===== src/hdl/phist_ram.sv =====
`timescale 1ns / 1ps
// Generic simple dual-port RAM: one write port, one read port, registered read data.
// No package dependencies.
module phist_ram #(
   parameter int Width = 8,
   parameter int Depth = 256
) (
   input  logic                     clock,
   input  logic                     wr_en,
   input  logic [$clog2(Depth)-1:0] wr_addr,
   input  logic [Width-1:0]         wr_data,
   input  logic                     rd_en,
   input  logic [$clog2(Depth)-1:0] rd_addr,
   output logic [Width-1:0]         rd_data
);

   logic [Width-1:0] mem_ff [Depth];
   logic [Width-1:0] rd_data_ff;

   // Write port
   always_ff @(posedge clock) begin
      if (wr_en) begin
         mem_ff[wr_addr] <= wr_data;
      end
   end

   // Read port, registered read data
   always_ff @(posedge clock) begin
      if (rd_en) begin
         rd_data_ff <= mem_ff[rd_addr];
      end
   end

   assign rd_data = rd_data_ff;

endmodule


===== config.mk =====
export PLATFORM = sky130hd
export DESIGN_NAME = phist_ram
export DESIGN_NICKNAME = d
export VERILOG_FILES = /design/src/hdl/phist_ram.sv
export SDC_FILE = /design/constraint.sdc
export NUM_CORES = 2
export LEC_CHECK = 0
export ABC_CLOCK_PERIOD_IN_PS = 4200
export BUFFER_PORTS_ARGS = -buffer_cell sky130_fd_sc_hd__buf_2
export CORE_MARGIN = 2
export CORE_UTILIZATION = 35
export CTS_CLUSTER_SIZE = 30
export DETAILED_ROUTE_END_ITERATION = 10
export GPL_TIMING_DRIVEN = 0
export PLACE_DENSITY = 0.55
export SYNTH_ARGS = -nofsm -noshare
export SYNTH_HDL_FRONTEND = slang
export SYNTH_SLANG_ARGS = --single-unit

===== constraint.sdc =====
create_clock -name clock -period 4.2 [get_ports clock]
set_clock_uncertainty 0.05 [all_clocks]
set_input_delay 0 -clock clock [delete_from_list [all_inputs] [get_ports clock]]
set_output_delay 0 -clock clock [all_outputs]
set_load 0.02 [all_outputs]

Word-level counts from Yosys, hierarchy flattened:

Memory sizes are Yosys's and may differ from the RTL's. A register that Yosys moved wholly into a read port is not among the register bits.
Cells that the tools add are included.

* RAM bits: 2048
* output and inout port bits: 8
* flip-flop bits (word level): 0
* memories: 1

* muxes and demuxes: 2

Memories
* mem_ff: words 256, width 8, rd ports 1, clocked after Yosys merged registers in 1, wr ports 1, RTL line 17 `logic [Width-1:0] mem_ff [Depth];`

Operators by type and width (number)
* $mux 1: 2

Logic depth before layout (Yosys ltp):

* depth after elaboration: 2
* mapped depth: 11
* mapped depth without buffers: 6

Least setup slack after synthesis:

No wires, ideal clock.

* path type: input port to flip-flop
* start point: in rd_addr[0]
* end point: reg rd_data_ff[2], in the netlist rd_data[2] (read register of mem_ff) (data pin)
* library setup time: 0.269 ns
* setup slack: 2.074 ns
* data arrival time: 1.807 ns
* stages: 9
* data required time: 3.881 ns
* cells stage by stage: buf_6 buf_12 buf_8 buf_2 mux4_2 a22oi_1 a21oi_1 nor4_1 nor4_2

RTL lines
* start, declared: RTL line 13 `input logic [$clog2(Depth)-1:0] rd_addr,`
* end, declared: RTL line 18 `logic [Width-1:0] rd_data_ff;`

==> impl_results.md <==
* Clock Tree Buf Depth at 3
* Cells after DPL at 6789
* Power per cell area at 479 mW/mm^2
* Pint at 33.7 mW
* Share of layout cells above drive strength 1 at 22.6%
* FF+latch count, synth at 2056
* Core Util, Final at 40.1%
* Number of flops mapped to enable cells by yosys at 2056
* Class of the worst hold path: primary input to flop
* Clk sinks at 2056
* Reg power frac at 51.9%
* Wire length per cell at 34.9 um
* Slew of the pin with the lowest slew margin at 1.53 ns
* GR Overflow Total at 0
* Initial antenna violation count at 25
* Leak at 27.7 nW
* Leading cell type in the layout, fill and taps excluded: edfxtp_1
* CTS Buf Count at 212
* DP Worst Slack at -1.24 ns
* Syn nets at 3760
* Die Y at 481 um
* Cell variety after synth at 54
* Fin cells at 7202
* First-pass GRT wire length at 340 mm
* Syn avg cell area at 21.3 sq um
* Fin. max-slew vios at 11
* Clk_lat worst skew at 0.86 ns
* Post-route cell area at 0.0910 sq mm
* Core area at 0.227 sq mm
* Setup WS post-layout at -0.283 ns
* DIE AREA at 0.231 sq mm
* Most frequent cells in the layout: edfxtp_1, mux4_2, nor2_1, clkbuf_16, mux2i_1
* All-layer global routing usage at 21.5%
* Post-route ant nets at 0
* Core Rows at 175
* Max Fclk at 0.223 GHz
* Crit. End Element: flop
* Max rail drop VDD at 491 uV
* Synth Warn # at 0
* Cell count after synthesis at 3733
* Final setup viols at 3
* IO Pins at 35
* Vias per cell at 5.72
* CP Launch Type: primary input
* Clock transition at path regs at 0.06 ns
* Slowest CP cell: a2111oi_1
* Worst EP arrival at 4.93 ns
* Critical Path RT at 4.64 ns
* DPL Wire Length at 167 mm
* Gpl congestion at 0.919
* Cell mode on critical path: clkbuf_1
* Max-slew headroom at -2.27%
* Die width at 481 um
* Share of the synthesized area in the top cell type at 77.5%
* Sequential area share after synthesis at 77.5%
* Sw Ratio at 22.6%
* CTS tree: yes
* DR vias at 41200
* Post-route clock period utilization at 107%
* RSZ-0062 raised after global routing: no
* Residual DRC at 0
* Worst hold slack at 0.0757 ns
* WL final at 251 mm
* Crit path cell chain: buf_2 > buf_4 > clkbuf_1 > clkbuf_1 > clkbuf_2 > a2111oi_1 > nor3_1 > nor4_1
* Htree depth at 4
* Root buf cell: clkbuf_16
* Fraction of registers with async set/reset at 0%
* Cell taking the most area after synthesis: edfxtp_1
* Min Tclk post-route at 4.48 ns
* Port Buffers at 27
* Final net count at 4035
* Setup CP Type: primary input to flop
* Layout area overhead at 14.3%
* Top FF cell, synth: edfxtp_1
* Final Hold Vio Count at 0
* Status: complete, but fails checks
* Psw at 9.85 mW
* Initial DRC Count at 5883
* Max_cap viols at 1
* Post-Syn Area at 0.0796 sq mm
* Failing checks: max-capacitance violations, max-slew violations, negative setup slack
* Clock power frac at 42.4%
* Worst-path maximum fanout at 11
* Initial Utilization at 35.1%
* Dpl cell area at 0.0841 sq mm
* Comb pwr share at 5.7%
* Max incr delay on CP at 1.20 ns
* Leading post-synthesis cells by cell area: edfxtp_1, mux4_2, mux2i_1, nor2_1, a22oi_1
* Vias in the first global route at 40700
* Largest net degree at the start of global routing at 159
* 1st-pass router iterations at 6
[power groups by stage]
stage / clock network, mW / logic [mW] / registers, mW
after global routing: 19.4 / 2.53 / 22.6
final: 18.5 / 2.47 / 22.6
after global placement: 0 / 2.36 / 23.2
after detailed placement: 0 / 2.44 / 23.1
after floorplan: 0 / 1.10 / 23.1
after CTS: 18.6 / 2.45 / 22.6
[through the flow]
step	power (mW)	TNS [ns]
CTS	43.7	0
floorplan	24.2	0
global placement	25.5	-521.39
detailed placement	25.5	-8.51
finish	43.6	-0.533
global route	44.6	0
[registers in the layout, summed over array words and instances, names as in the netlist]
signal and flops:
mem_ff 2048, rd_data 8
[routing by layer]
layer | GRT usage (%) | vias to the layer above | wire, um
met5 | 0 | - | 106
met4 | 7.53 | 16 | 9360
met3 | 5.68 | 410 | 24000
met2 | 33.8 | 2103 | 118000
met1 | 28.9 | 22300 | 100000
li1 | - | 16300 | -
[repair_timing]
item,4_1_cts,5_1_grt
gates resized for setup,2,1
buffers inserted,0,0
setup endpoints to repair,7,1
hold buffers,14,0
cloned,0,0
endpoints found under the hold margin,1194,0
[path summary, 6_finish.rpt]
check | start | end | slack (ns) | cells past startpoint
worst max register to register | mem_ff[139][1] | rd_data[1] | 0.30 | 6
worst max-delay path | rd_addr[4] | rd_data[1] | -0.28 | 8
worst min-delay path | wr_addr[6] | mem_ff[197][4] | 0.08 | 3
worst min register to register | mem_ff[202][0] | rd_data[0] | 1.54 | 5
[area by class of cell]
cell class	count	area, sq um
antenna	9	22.5
fill	20200	136000
buffer	233	1480
sequential	2056	61700
timing repair buffer	61	796
tap	3009	3760
multi-input combinational	1442	16500
inverter	2	7.51
clock inverter	140	1270
clock buffer	250	5470
[cell families after synthesis]
logic type | Yosys count | share of synthesized area, %
flip-flops | 2056 | 77.5
AO/OA/AOI/OAI | 385 | 3.42
AND/OR/NAND/NOR | 466 | 2.63
buffers and inverters | 235 | 1.83
multiplexers | 591 | 14.6
[cell usage after synthesis (2+ instances only)]
cell type     n
and3b_1       2
nor3_1       22
a21oi_1      96
o211ai_1     10
o22ai_1      28
a2111oi_0     2
buf_2        31
o21ai_0      10
and2_1        6
nand3_1      34
mux4_1        2
a221oi_1     13
a22oi_1     133
o221ai_1     46
a22o_1        8
buf_6        21
buf_1        22
or2_2         4
o21ai_1       2
nand2_1      33
edfxtp_1   2056
o22a_1        5
a311oi_1      2
a211oi_1     16
o32ai_1       4
a31oi_1       2
mux2i_1     134
buf_12        8
mux4_2      454
nand2b_1      8
nand3b_1      2
buf_4        27
nor2_1      282
nor4_1       24
nand4_1      10
nor4_2        3
buf_8        13
clkbuf_1    111
nor2b_1      31
a2111oi_1     2
[worst max-delay path, delay by kind of cell]
kind / cells / cell delay (ns)
buffers and inverters: 5 / 2.22
AND/OR/NAND/NOR: 2 / 1.41
AO/OA/AOI/OAI: 1 / 1.20
Power figures use the tool's default switching activity.
