--- src/hdl/phist_pkg.sv ---
`timescale 1ns / 1ps
// Shared types, constants and action codes for the per-channel pixel histogram.
// No dependencies; imported by the core, the divider and the checker and testbench.
package phist_pkg;

   // Geometry of the histogram store
   localparam int MaxChannels = 4;
   localparam int BinCount    = 256;
   localparam int ChanWidth   = $clog2(MaxChannels);
   localparam int BinWidth    = $clog2(BinCount);
   localparam int StoreDepth  = MaxChannels * BinCount;
   localparam int AddrWidth   = $clog2(StoreDepth);

   // Count and fraction widths
   localparam int CountWidth  = 23;
   localparam int FracWidth   = 16;
   localparam int CfgWidth    = 3;

   localparam logic [CountWidth-1:0] MaxPixels   = CountWidth'(4194304);
   localparam logic [CfgWidth-1:0]   ChanLimit   = CfgWidth'(MaxChannels);
   localparam logic [CfgWidth-1:0]   ChanMin     = CfgWidth'(1);
   localparam logic [CfgWidth-1:0]   ChanDefault = CfgWidth'(3);

   // Action codes
   localparam logic [1:0] ActAdd   = 2'd0;
   localparam logic [1:0] ActRead  = 2'd1;
   localparam logic [1:0] ActClear = 2'd2;

   typedef struct packed {
      logic [1:0]           action;
      logic [BinWidth-1:0]  sample0;
      logic [BinWidth-1:0]  sample1;
      logic [BinWidth-1:0]  sample2;
      logic [BinWidth-1:0]  sample3;
      logic [ChanWidth-1:0] read_channel;
      logic [BinWidth-1:0]  read_bin;
   } req_type;

   typedef struct packed {
      logic [FracWidth-1:0]  frequency;
      logic [CountWidth-1:0] bin_count;
      logic [CountWidth-1:0] pixel_total;
      logic                  overflow;
   } rsp_type;

endpackage

--- src/hdl/phist_div.sv ---
`timescale 1ns / 1ps
// Restoring divider for the Q0.16 frequency: count * 65536 / total, saturated.
// Depends on phist_pkg for widths; one quotient bit per cycle.
module phist_div (
   input  logic                             clock,
   input  logic                             reset,
   input  logic                             start,
   input  logic [phist_pkg::CountWidth-1:0] dividend,
   input  logic [phist_pkg::CountWidth-1:0] divisor,
   output logic                             done,
   output logic [phist_pkg::FracWidth-1:0]  quotient
);

   import phist_pkg::*;

   localparam int StepWidth = $clog2(FracWidth);
   localparam logic [StepWidth-1:0] LastStep = StepWidth'(FracWidth - 1);

   typedef enum logic {
      DvIdle,
      DvRun
   } dv_state_type;

   dv_state_type           state_ff, state_in;
   logic [CountWidth-1:0]  rem_ff, rem_in;
   logic [CountWidth-1:0]  div_ff, div_in;
   logic [FracWidth-1:0]   quo_ff, quo_in;
   logic [StepWidth-1:0]   step_ff, step_in;
   logic                   done_ff, done_in;
   logic [CountWidth:0]    shifted;
   logic [CountWidth:0]    diff;
   logic                   fits;

   // One restoring step: double the remainder and try the divisor
   assign shifted = {rem_ff, 1'b0};
   assign diff    = shifted - {1'b0, div_ff};
   assign fits    = shifted >= {1'b0, div_ff};

   always_comb begin
      state_in = state_ff;
      rem_in   = rem_ff;
      div_in   = div_ff;
      quo_in   = quo_ff;
      step_in  = step_ff;
      done_in  = 1'b0;
      case (state_ff)
         DvIdle: begin
            if (start) begin
               // Empty histogram gives zero, a full bin saturates
               if (divisor == '0) begin
                  quo_in  = '0;
                  done_in = 1'b1;
               end else if (dividend >= divisor) begin
                  quo_in  = '1;
                  done_in = 1'b1;
               end else begin
                  rem_in   = dividend;
                  div_in   = divisor;
                  quo_in   = '0;
                  step_in  = '0;
                  state_in = DvRun;
               end
            end
         end
         DvRun: begin
            if (fits) begin
               rem_in = diff[CountWidth-1:0];
            end else begin
               rem_in = shifted[CountWidth-1:0];
            end
            quo_in  = {quo_ff[FracWidth-2:0], fits};
            step_in = step_ff + 1'b1;
            if (step_ff == LastStep) begin
               done_in  = 1'b1;
               state_in = DvIdle;
            end
         end
         default: begin
            state_in = DvIdle;
         end
      endcase
   end

   always_ff @(posedge clock) begin
      if (reset) begin
         state_ff <= DvIdle;
         done_ff  <= 1'b0;
         step_ff  <= '0;
      end else begin
         state_ff <= state_in;
         done_ff  <= done_in;
         step_ff  <= step_in;
      end
      rem_ff <= rem_in;
      div_ff <= div_in;
      quo_ff <= quo_in;
   end

   assign done     = done_ff;
   assign quotient = quo_ff;

endmodule

--- config.mk ---
export PLATFORM = sky130hd
export DESIGN_NAME = phist_div
export DESIGN_NICKNAME = d
export VERILOG_FILES = /design/src/hdl/phist_pkg.sv /design/src/hdl/phist_div.sv
export SDC_FILE = /design/constraint.sdc
export NUM_CORES = 1
export LEC_CHECK = 0
export BUFFER_PORTS_ARGS = -buffer_cell sky130_fd_sc_hd__buf_2
export CELL_PAD_IN_SITES_DETAIL_PLACEMENT = 0
export CELL_PAD_IN_SITES_GLOBAL_PLACEMENT = 2
export CORE_MARGIN = 2
export CORE_UTILIZATION = 37
export DETAILED_ROUTE_END_ITERATION = 12
export PLACE_DENSITY_LB_ADDON = 0.3
export SKIP_CTS_REPAIR_TIMING = 1
export SYNTH_ARGS = -nofsm -noshare
export SYNTH_HDL_FRONTEND = slang
export SYNTH_SLANG_ARGS = --single-unit
--- constraint.sdc ---
create_clock -name clock -period 4.3 [get_ports clock]
set_input_delay 0.215 -clock clock [delete_from_list [all_inputs] [get_ports clock]]
set_output_delay 0.215 -clock clock [all_outputs]
set_load 0.05 [all_outputs]
Word level (Yosys, flattened, before mapping):

Index checks and enable logic that the tools add are counted.

* add/sub/neg operators: 2
* $lt $le $gt $ge: 2
* equal/unequal tests: 4
* multiplexer cells: 23
* bitwise logic cells: 3
* reductions and logical operators: 3

Operator list (number)
* $mux W23: 4
* $mux W16: 3
* $pmux W23 S2: 1
* $pmux W16 S2: 1
* $ge A24 B23 Y1: 1
* $ge A23 B23 Y1: 1
* $logic_not A23 Y1: 1
* $sub A23 B23 Y23: 1
* $mux W4: 3
* $mux W1: 8
* $pmux W4 S2: 1
* $ne A2 B2 Y1 const B: 3
* $add A4 B1 Y4 const B: 1
* $eq A4 B4 Y1 const B: 1
* $pmux W1 S2: 2
* $reduce_and A4 Y1: 1
* $not A1 Y1: 3
* $reduce_and A3 Y1: 1

* bits in registers: 68
* bits of input ports: 49

Longest topological paths before layout:

Gate-level depths: netlist of the first run.

* word-level depth: 5
* gate-level depth with buffers: 12

Worst setup path before layout of the first run:

OpenSTA, ideal clock, no wires.

* path type: input port to flip-flop
* start point: input divisor[16] in the netlist's numbering
* end point: register step_ff[2]
* library setup time: 0.231 ns
* data arrival time: 3.481 ns
* data required time: 4.069 ns
* setup slack: 0.588 ns
* cell stages on the path: 10
* cell sequence: inv_1 -> ha_1 -> a21o_1 -> a21o_1 -> a21oi_1 -> o22ai_1 -> nor4_1 -> a221oi_1 -> o21ai_0 -> a311oi_1

* longest elaborated chain between the ends: 3

RTL lines
* from (decl): RTL line phist_div.sv:9 `input logic [phist_pkg::CountWidth-1:0] divisor,`
* $ge A23 B23 Y1 or $logic_not A23 Y1 (tied branches): RTL line phist_div.sv:53, phist_div.sv:50
* $ne A2 B2 Y1 (no line)
* $reduce_and A3 Y1 (no line) (*)
* to (signal assigned): RTL line phist_div.sv:92 `step_ff <= step_in;`
* to (decl): RTL line phist_div.sv:28 `logic [StepWidth-1:0] step_ff, step_in;`

Mark *: on every way between the ends. The rest lies on a longest branch, timed or not.
A chain may end at the register's enable or synchronous reset.

Worst setup path in the final report of the first run:

* start point: register rem_ff[12]
* end point: register rem_ff[9] (data pin)

* longest elaborated chain between the ends: 3

RTL lines
* from (decl): RTL line phist_div.sv:25 `logic [CountWidth-1:0] rem_ff, rem_in;`
* from (signal assigned): RTL line phist_div.sv:94 `rem_ff <= rem_in;`
* $ge A24 B23 Y1: RTL line phist_div.sv:37 `assign fits = shifted >= {1'b0, div_ff};`
* $mux W23: RTL line phist_div.sv:66 `if (fits) begin`
* $pmux W23 S2: RTL line phist_div.sv:46 `case (state_ff)`
* via rem_in[9]: RTL line phist_div.sv:25

The timed path passes the listed nets, and every way through them passes these cells.

==> metrics.cfg, run 1 <==
[placed_design]
hpwl_mm = 9.16
placement.cell_area_um2 = 5150
placement.io_buffers = 65
place_worst_setup_slack_ns = 0.686
gp_congestion = 0.833

[timing]
max_freq_mhz = 292
slew_headroom_pct = 25.8
grt_setup_unrepaired = no
drv_slew = 0
whs_ns = 0.0777
setup_viol = 0
post-route-worst-setup-slack_ns = 0.879
worst_pin_slew_ns = 1.11
period_share_pct = 79.6
tns_ns = 0
post-route-min-period_ns = 3.42
worst_clock_skew_ns = 0.00617
hold_violations = 0

[yosys]
synthTopCellsByArea = sky130_fd_sc_hd__edfxtp_1 40%, sky130_fd_sc_hd__ha_1 13%, sky130_fd_sc_hd__a21o_1 5.5%, sky130_fd_sc_hd__a21oi_1 4.6%, sky130_fd_sc_hd__inv_1 4.4%
synth_edf_count = 62
synth_top_cell_area_share_pct = 40.1
synth_fp_nets = 568
postSynthAreaPerCell_um2 = 9.85
syn_inst = 471
yosys.cell_count.top_type = sky130_fd_sc_hd__edfxtp_1
ys_seq_area_share_pct = 42.7
ys_seq_elements = 68
synth.largest_area_cell = sky130_fd_sc_hd__edfxtp_1
netlist_area_um2 = 4640
ys_types = 51
synth-async-reset-ratio_pct = 0
most_used_flip_flop_cell_after_synthesis = sky130_fd_sc_hd__edfxtp_1
synthesis.yosys.warnings = 0
netlist_top_cells_count = 62 x sky130_fd_sc_hd__edfxtp_1, 55 x sky130_fd_sc_hd__inv_1, 47 x sky130_fd_sc_hd__ha_1

[grt]
grt_antenna_before_repair = 0
first_global_vias = 3631
grt_start_max_net_pins = 70
gr-total-overflow = 0
grt_pass1_wl_mm = 18.9
grt.total_usage_pct = 18.8

[clock_network]
cts_buffers = 9
tritoncts = done
cts.htree.levels = 3
clockBufferDepth = 2
numClockSinks = 68
source_to_sink_clock_delay_at_the_later_pin_of_the_worst_skew_pair_ns = 0.34
root_buffer = sky130_fd_sc_hd__clkbuf_16
clk_pin_slew_ns = 0.06

[layout]
number_of_antenna_repair_diodes = 0
final_cell_area_um2 = 5450
syn_to_final_growth_pct = 17.4
multi_input_area_um2 = 2380
layout.filler_cells = 1223
num-nets-final = 634
footprint_of_the_flip_flops_and_latches_um2 = 1980
drive_above_1_share_pct = 17.3

[floorplanning]
die-area_um2 = 13500
top_level_ports = 66
floorplan.core_area_um2 = 12100
initial_core_util_pct = 38.3
die_width_um = 116
num_rows = 40
die_height_um = 116

[route]
route.vias.total = 3709
postRouteWirelength_mm = 12.0
ant_nets = 0
number_of_violations_reported_at_the_end_of_detailed_routing_iteration_0 = 273
drtPass1Iterations = 4
remaining_drc_errors = 0
via_to_cell_ratio = 5.22
routed_wire_length_per_instance_um = 16.9

[run_status]
status = finished, final reports clean

[worst_hold_path]
worst_hold_path_type = in -> reg

[critical_path]
critPathLaunchType = flop
r2r_setup_slack_ns = 0.88
crit_fanout = 20
critical_path_sink_type = flop
critical_path_arrival_ns = 3.48
timing.critical_path.required_ns = 4.36
worst-setup-path-type = reg -> reg

[power_and_ir_drop]
power.static_leakage_uw = 0.00252
total_power_density_per_cell_area_nw_per_um2 = 431
totalPowerFinal_uw = 2350
worst_ir_drop_vdd_mv = 0.198

[run]
maxCapViolations = 0

[metrics by stage]
step | std cells | util, %
finish | 710 | 45.0
global route | 710 | 45.0
CTS | 710 | 45.0
detailed placement | 694 | 42.5
global placement | 694 | 42.5
floorplan | 471 | -
[cells in the final DEF (no fill, tap or decap), types with 4 or more instances in the layout]
cell / Yosys / final
sky130_fd_sc_hd__a31oi_1: 4 / 4
sky130_fd_sc_hd__inv_1: 55 / 55
sky130_fd_sc_hd__o211ai_1: 5 / 5
sky130_fd_sc_hd__mux2i_1: 14 / 14
sky130_fd_sc_hd__clkbuf_16: 0 / 9
sky130_fd_sc_hd__dfxtp_1: 6 / 5
sky130_fd_sc_hd__edfxtp_1: 62 / 62
sky130_fd_sc_hd__nor4_1: 8 / 8
sky130_fd_sc_hd__nand3_1: 13 / 13
sky130_fd_sc_hd__buf_2: 3 / 65
sky130_fd_sc_hd__nor2b_1: 6 / 6
sky130_fd_sc_hd__a21oi_1: 43 / 43
sky130_fd_sc_hd__nand2_1: 19 / 19
sky130_fd_sc_hd__o21a_1: 6 / 6
sky130_fd_sc_hd__nand3b_1: 4 / 4
sky130_fd_sc_hd__nor2_1: 37 / 37
sky130_fd_sc_hd__ha_1: 47 / 47
sky130_fd_sc_hd__xnor2_1: 13 / 13
sky130_fd_sc_hd__o21ai_0: 19 / 18
sky130_fd_sc_hd__a211o_1: 4 / 4
sky130_fd_sc_hd__buf_4: 3 / 6
sky130_fd_sc_hd__nand4_1: 12 / 12
sky130_fd_sc_hd__a21o_1: 34 / 34
[flip-flops by register name, summed over array words and instances, names as in the netlist]
name      flops
div_ff       23
done          1
quotient     16
rem_ff       23
state_ff      1
step_ff       4
[metal layers]
metal	track usage, %	vias up	share of wire (%)
met3	3.66	20	4.3
met2	28.8	79	45
met5	0	-	0
li1	-	1878	-
met1	25.9	1732	49
met4	8.25	0	2.0
[worst max-delay path, stage by stage (launching register included)]
cell,delay [ns]
sky130_fd_sc_hd__edfxtp_1,0.41
sky130_fd_sc_hd__ha_1,0.44
sky130_fd_sc_hd__nand4_1,0.25
sky130_fd_sc_hd__or4_1,0.63
sky130_fd_sc_hd__o21ai_0,0.11
sky130_fd_sc_hd__nor4_1,0.10
sky130_fd_sc_hd__o21ai_4,0.56
sky130_fd_sc_hd__buf_4,0.32
sky130_fd_sc_hd__mux2i_1,0.23
sky130_fd_sc_hd__a21oi_1,0.09
[final timing paths]
check                          startpoint                       to  cells after the start
hold reg to reg   step_ff[3]$_SDFFE_PP0P_  step_ff[3]$_SDFFE_PP0P_                      1
setup reg to reg     rem_ff[12]$_DFFE_PP_      rem_ff[9]$_DFFE_PP_                      9
hold / removal                 divisor[1]      div_ff[1]$_DFFE_PP_                      1
setup / recovery     rem_ff[12]$_DFFE_PP_      rem_ff[9]$_DFFE_PP_                      9
[kinds of logic after synthesis]
group	share of synthesized area [%]
AO/OA/AOI/OAI	19.2
XOR/XNOR	2.83
adder cells (fa/ha/maj)	13.1
buffers and inverters	6.42
flip-flops	42.7
multiplexers	3.02
AND/OR/NAND/NOR	12.7
[power breakdown]
part           leakage, uW  internal (uW)  switching [uW]
sequential        0.000651            821            36.9
clock             0.000135            448             287
combinational      0.00173            282             470
[final cells by class]
type / instances / share of cell area [%]
Multi-Input combinational cell: 332 / 43.7
Inverter: 55 / 3.79
Tap cell: 168 / 3.86
Clock buffer: 10 / 4.20
Clock inverter: 6 / 1.22
Sequential cell: 68 / 36.4
Timing Repair Buffer: 71 / 6.80
Note: power is estimated with default switching activity, not from simulation.
==> run 2: changes to the inputs <==
==> constraint.sdc (replaced) <==
create_clock -name clock -period 3.4 [get_ports clock]
set_input_delay 0.17 -clock clock [delete_from_list [all_inputs] [get_ports clock]]
set_output_delay 0.17 -clock clock [all_outputs]
set_load 0.05 [all_outputs]
==> metrics.cfg, run 2 (same netlist as run 1, synthesis figures left out) <==
[timing]
period_share_pct = 87.9
tns_ns = 0
drv_slew = 0
worst_pin_slew_ns = 0.568
slew_headroom_pct = 62.1
whs_ns = 0.0294
grt_setup_unrepaired = no
post-route-min-period_ns = 2.99
hold_violations = 0
worst_clock_skew_ns = 0.00784
setup_viol = 0
max_freq_mhz = 335

[floorplanning]
die_height_um = 116
die_width_um = 116
initial_core_util_pct = 38.3
top_level_ports = 66
floorplan.core_area_um2 = 12100
die-area_um2 = 13500
num_rows = 40

[route]
via_to_cell_ratio = 5.27
remaining_drc_errors = 0
postRouteWirelength_mm = 12.0
drtPass1Iterations = 4
ant_nets = 0
route.vias.total = 3776
routed_wire_length_per_instance_um = 16.7
number_of_violations_reported_at_the_end_of_detailed_routing_iteration_0 = 146

[clock_network]
cts.htree.levels = 3
source_to_sink_clock_delay_at_the_later_pin_of_the_worst_skew_pair_ns = 0.35
clockBufferDepth = 2
cts_buffers = 9
numClockSinks = 68
tritoncts = done
root_buffer = sky130_fd_sc_hd__clkbuf_16
clk_pin_slew_ns = 0.06

[run]
maxCapViolations = 0

[critical_path]
worst_r2r_endpoint = rem_ff[17]$_DFFE_PP_
worst_setup_path_endpoint = rem_ff[17]$_DFFE_PP_
reg2regPathDepth = 10
critPathLaunchType = flop
r2r_setup_slack_ns = 0.41
critical_path_arrival_ns = 3.08
crit-reg2reg-launch = rem_ff[16]$_DFFE_PP_
critical_path_sink_type = flop
timing.critical_path.required_ns = 3.49
worst-setup-path-type = reg -> reg
crit_fanout = 17
crit_path_start = rem_ff[16]$_DFFE_PP_

[layout]
final_cells = 716
drive_above_1_share_pct = 18.2
leading_cell_types_in_the_layout_fill_and_taps_excluded = 65 x sky130_fd_sc_hd__buf_2, 62 x sky130_fd_sc_hd__edfxtp_1, 55 x sky130_fd_sc_hd__inv_1
number_of_antenna_repair_diodes = 0
num-nets-final = 640
syn_to_final_growth_pct = 18.8
layout.cells.most_common = sky130_fd_sc_hd__buf_2

[grt]
grt_start_max_net_pins = 49
grt_pass1_wl_mm = 19.0
gr-total-overflow = 0
grt.total_usage_pct = 18.9
grt_antenna_before_repair = 0
first_global_vias = 3655

[power_and_ir_drop]
power.static_leakage_uw = 0.00255
worst_ir_drop_vdd_mv = 0.414
total_power_density_per_cell_area_nw_per_um2 = 548

[placed_design]
gp_congestion = 0.836
hpwl_mm = 9.19
placement.io_buffers = 65
place_inst = 699

[run_status]
status = finished, final reports clean

[worst_hold_path]
hold-path-cell-count = 1
worst_hold_path_type = in -> reg

run 2: worst min-delay path by stage:
stage                           start                   end  slack (ns)
after floorplan                 reset       done$_SDFF_PP0_        0.24
after global placement     divisor[2]   div_ff[2]$_DFFE_PP_        0.38
after detailed placement   divisor[9]   div_ff[9]$_DFFE_PP_        0.38
after CTS                  divisor[7]   div_ff[7]$_DFFE_PP_        0.02
after global routing      divisor[22]  div_ff[22]$_DFFE_PP_        0.02
final                      divisor[7]   div_ff[7]$_DFFE_PP_        0.03
run 2: power breakdown:
group | internal [uW] | switching [uW]
Sequential | 1040 | 51.2
Clock | 570 | 393
Combinational | 377 | 593
Total | 1990 | 1040
run 2: final cells by class:
class / instances / area, um2
well taps: 168 / 210
repair buffers: 77 / 428
clock buffers: 9 / 225
fillers: 1229 / 6600
inverters: 55 / 206
flip-flops and latches: 68 / 1980
multi-input cells: 332 / 2390
clock inverters: 7 / 75.1
run 2: routing by layer:
layer  vias up  track usage [%]  part of all wire, %
met1      1808             25.6                   48
met3        18             4.29                  4.0
met4         0             7.22                  2.0
met5         -                0                    0
li1       1878                -                    -
met2        72             29.5                   46
run 2: through the flow:
stage / util [%] / cell area, um2 / total power [uW] / worst slack, ns
2_1_floorplan: - / 4650 / 1810 / 0.412
3_3_place_gp: 42.9 / 5190 / 2060 / 0.204
3_5_place_dp: 42.9 / 5190 / 2060 / 0.201
4_1_cts: 45.4 / 5500 / 3030 / 0.189
5_1_grt: 45.5 / 5520 / 3190 / 0.215
6_report: 45.5 / 5520 / 3020 / 0.413
run 2: worst max-delay path: stages (launching register included):
cell and delay (ns):
sky130_fd_sc_hd__edfxtp_1 0.42, sky130_fd_sc_hd__ha_1 0.43, sky130_fd_sc_hd__a211oi_1 0.37, sky130_fd_sc_hd__o21a_1 0.25
sky130_fd_sc_hd__o21ai_0 0.12, sky130_fd_sc_hd__nor4_1 0.40, sky130_fd_sc_hd__o21ai_4 0.12, sky130_fd_sc_hd__buf_12 0.17
sky130_fd_sc_hd__nand3b_1 0.08, sky130_fd_sc_hd__mux2i_1 0.09, sky130_fd_sc_hd__a211o_1 0.28
==> run 3: changes to the inputs <==
--- a/config.mk
+++ b/config.mk
@@ -9,7 +9,7 @@
 export CELL_PAD_IN_SITES_DETAIL_PLACEMENT = 0
 export CELL_PAD_IN_SITES_GLOBAL_PLACEMENT = 2
 export CORE_MARGIN = 2
-export CORE_UTILIZATION = 37
+export CORE_UTILIZATION = 40
 export DETAILED_ROUTE_END_ITERATION = 12
 export PLACE_DENSITY_LB_ADDON = 0.3
 export SKIP_CTS_REPAIR_TIMING = 1
==> constraint.sdc (replaced) <==
create_clock -name clock -period 3.63 [get_ports clock]
set_input_delay 0.726 -clock clock [delete_from_list [all_inputs] [get_ports clock]]
set_output_delay 0.726 -clock clock [all_outputs]
set_load 0.05 [all_outputs]
==> metrics.cfg, run 3 (same netlist as run 1, synthesis figures left out) <==
[grt]
gr-total-overflow = 0
grt.total_usage_pct = 19.5
grt_start_max_net_pins = 27
first_global_vias = 3657
grt_antenna_before_repair = 0
grt_pass1_wl_mm = 18.9

[timing]
post-route-min-period_ns = 3.21
slew_headroom_pct = 30.3
whs_ns = 0.505
hold_violations = 0
setup_viol = 0
tns_ns = 0
drv_slew = 0
worst_pin_slew_ns = 1.05
worst_clock_skew_ns = 0.00930
max_freq_mhz = 312
grt_setup_unrepaired = no
period_share_pct = 88.4

[critical_path]
critical_path.n_buffers_inverters = 1
critical_path_sink_type = flop
cpPeakStageDelay_ns = 0.61
crit_fanout = 14
critPathLaunchType = flop
critical_path_arrival_ns = 3.28
worst-setup-path-type = reg -> reg
critical_path.top_delay_family = simple AND/OR/NAND/NOR gates
critical-path-slowest-cell = sky130_fd_sc_hd__or4_1
critical_path.cell_chain = ha_1 > nand4_1 > or4_1 > o21ai_0 > nor4_1 > o21ai_4 > buf_4 > mux2i_1 > a21oi_1
timing.critical_path.required_ns = 3.70

[layout]
footprint_of_the_flip_flops_and_latches_um2 = 1980
num-nets-final = 638
leading_cell_types_in_the_layout_fill_and_taps_excluded = 65 x sky130_fd_sc_hd__buf_2, 62 x sky130_fd_sc_hd__edfxtp_1, 55 x sky130_fd_sc_hd__inv_1
layout.cells.most_common = sky130_fd_sc_hd__buf_2
final_cells = 689
multi_input_area_um2 = 2390
layout.filler_cells = 1115
drive_above_1_share_pct = 18.1
number_of_antenna_repair_diodes = 0
syn_to_final_growth_pct = 17.7

[power_and_ir_drop]
share_seq_of_total_power_pct = 36.1
comb_power_share_pct = 31.5
worst_ir_drop_vdd_mv = 0.256
power.static_leakage_uw = 0.00255
net-switching-power_uw = 978
power.share.clock_pct = 32.4
cell_internal_pwr_uw = 1860
totalPowerFinal_uw = 2840
total_power_density_per_cell_area_nw_per_um2 = 519
p_sw_share_pct = 34.5

[route]
via_to_cell_ratio = 5.48
drtPass1Iterations = 5
postRouteWirelength_mm = 11.9
ant_nets = 0
routed_wire_length_per_instance_um = 17.3
route.vias.total = 3779
number_of_violations_reported_at_the_end_of_detailed_routing_iteration_0 = 191
remaining_drc_errors = 0

[clock_network]
root_buffer = sky130_fd_sc_hd__clkbuf_16
source_to_sink_clock_delay_at_the_later_pin_of_the_worst_skew_pair_ns = 0.35
cts_buffers = 9
clk_pin_slew_ns = 0.06
tritoncts = done
numClockSinks = 68
cts.htree.levels = 3
clockBufferDepth = 2

[placed_design]
gp_congestion = 0.846
place_inst = 673
placement.io_buffers = 65
hpwl_mm = 9.13

[worst_hold_path]
worst_hold_path_type = reg -> reg

[floorplanning]
top_level_ports = 66
die_height_um = 112
initial_core_util_pct = 40.8
floorplan.core_area_um2 = 11400
die_width_um = 112
num_rows = 39
die-area_um2 = 12500

[run]
maxCapViolations = 0

[run_status]
status = finished, final reports clean

## run 3: cell count changes in the layout (fill, tap and decap cells not counted), sizes merged
cell	change
clkinv	-3
buf	-2
inv	+3
## run 3: stage by stage
step / setup slack [ns] / util [%] / cell area (um2)
floorplan: 0.0860 / - / 4650
global placement: 0.0976 / 45.4 / 5160
detailed placement: 0.0377 / 45.4 / 5160
CTS: 0.390 / 48.1 / 5460
global route: 0.109 / 48.1 / 5460
finish: 0.422 / 48.1 / 5460
## run 3: final cells by class
cell class / instances / share of cell area, %
Clock inverter: 7 / 1.51
Sequential cell: 68 / 36.3
Clock buffer: 9 / 4.12
Tap cell: 143 / 3.27
Multi-Input combinational cell: 332 / 43.7
Timing Repair Buffer: 75 / 7.33
Inverter: 55 / 3.78
## run 3: layer usage
layer	vias to the layer above	global-route usage, %	wire, um
li1	1880	-	-
met1	1795	26.6	5640
met2	95	31.1	5530
met3	9	3.86	558
met4	0	7.16	155
met5	-	0	0
## run 3: worst paths after layout
path,start,to,slack [ns],depth (start not counted)
setup / recovery,rem_ff[11]$_DFFE_PP_,rem_ff[1]$_DFFE_PP_,0.42,9
setup reg to reg,rem_ff[11]$_DFFE_PP_,rem_ff[1]$_DFFE_PP_,0.42,9
hold / removal,step_ff[3]$_SDFFE_PP0P_,step_ff[3]$_SDFFE_PP0P_,0.51,1
hold reg to reg,step_ff[3]$_SDFFE_PP0P_,step_ff[3]$_SDFFE_PP0P_,0.51,1
## run 3: power by group through the flow
stage	Sequential (uW)	Combinational, uW	Clock, uW
floorplan	1120	577	0
global placement	1040	888	0
detailed placement	1040	894	0
CTS	1030	897	939
global route	1040	986	976
finish	1020	894	919
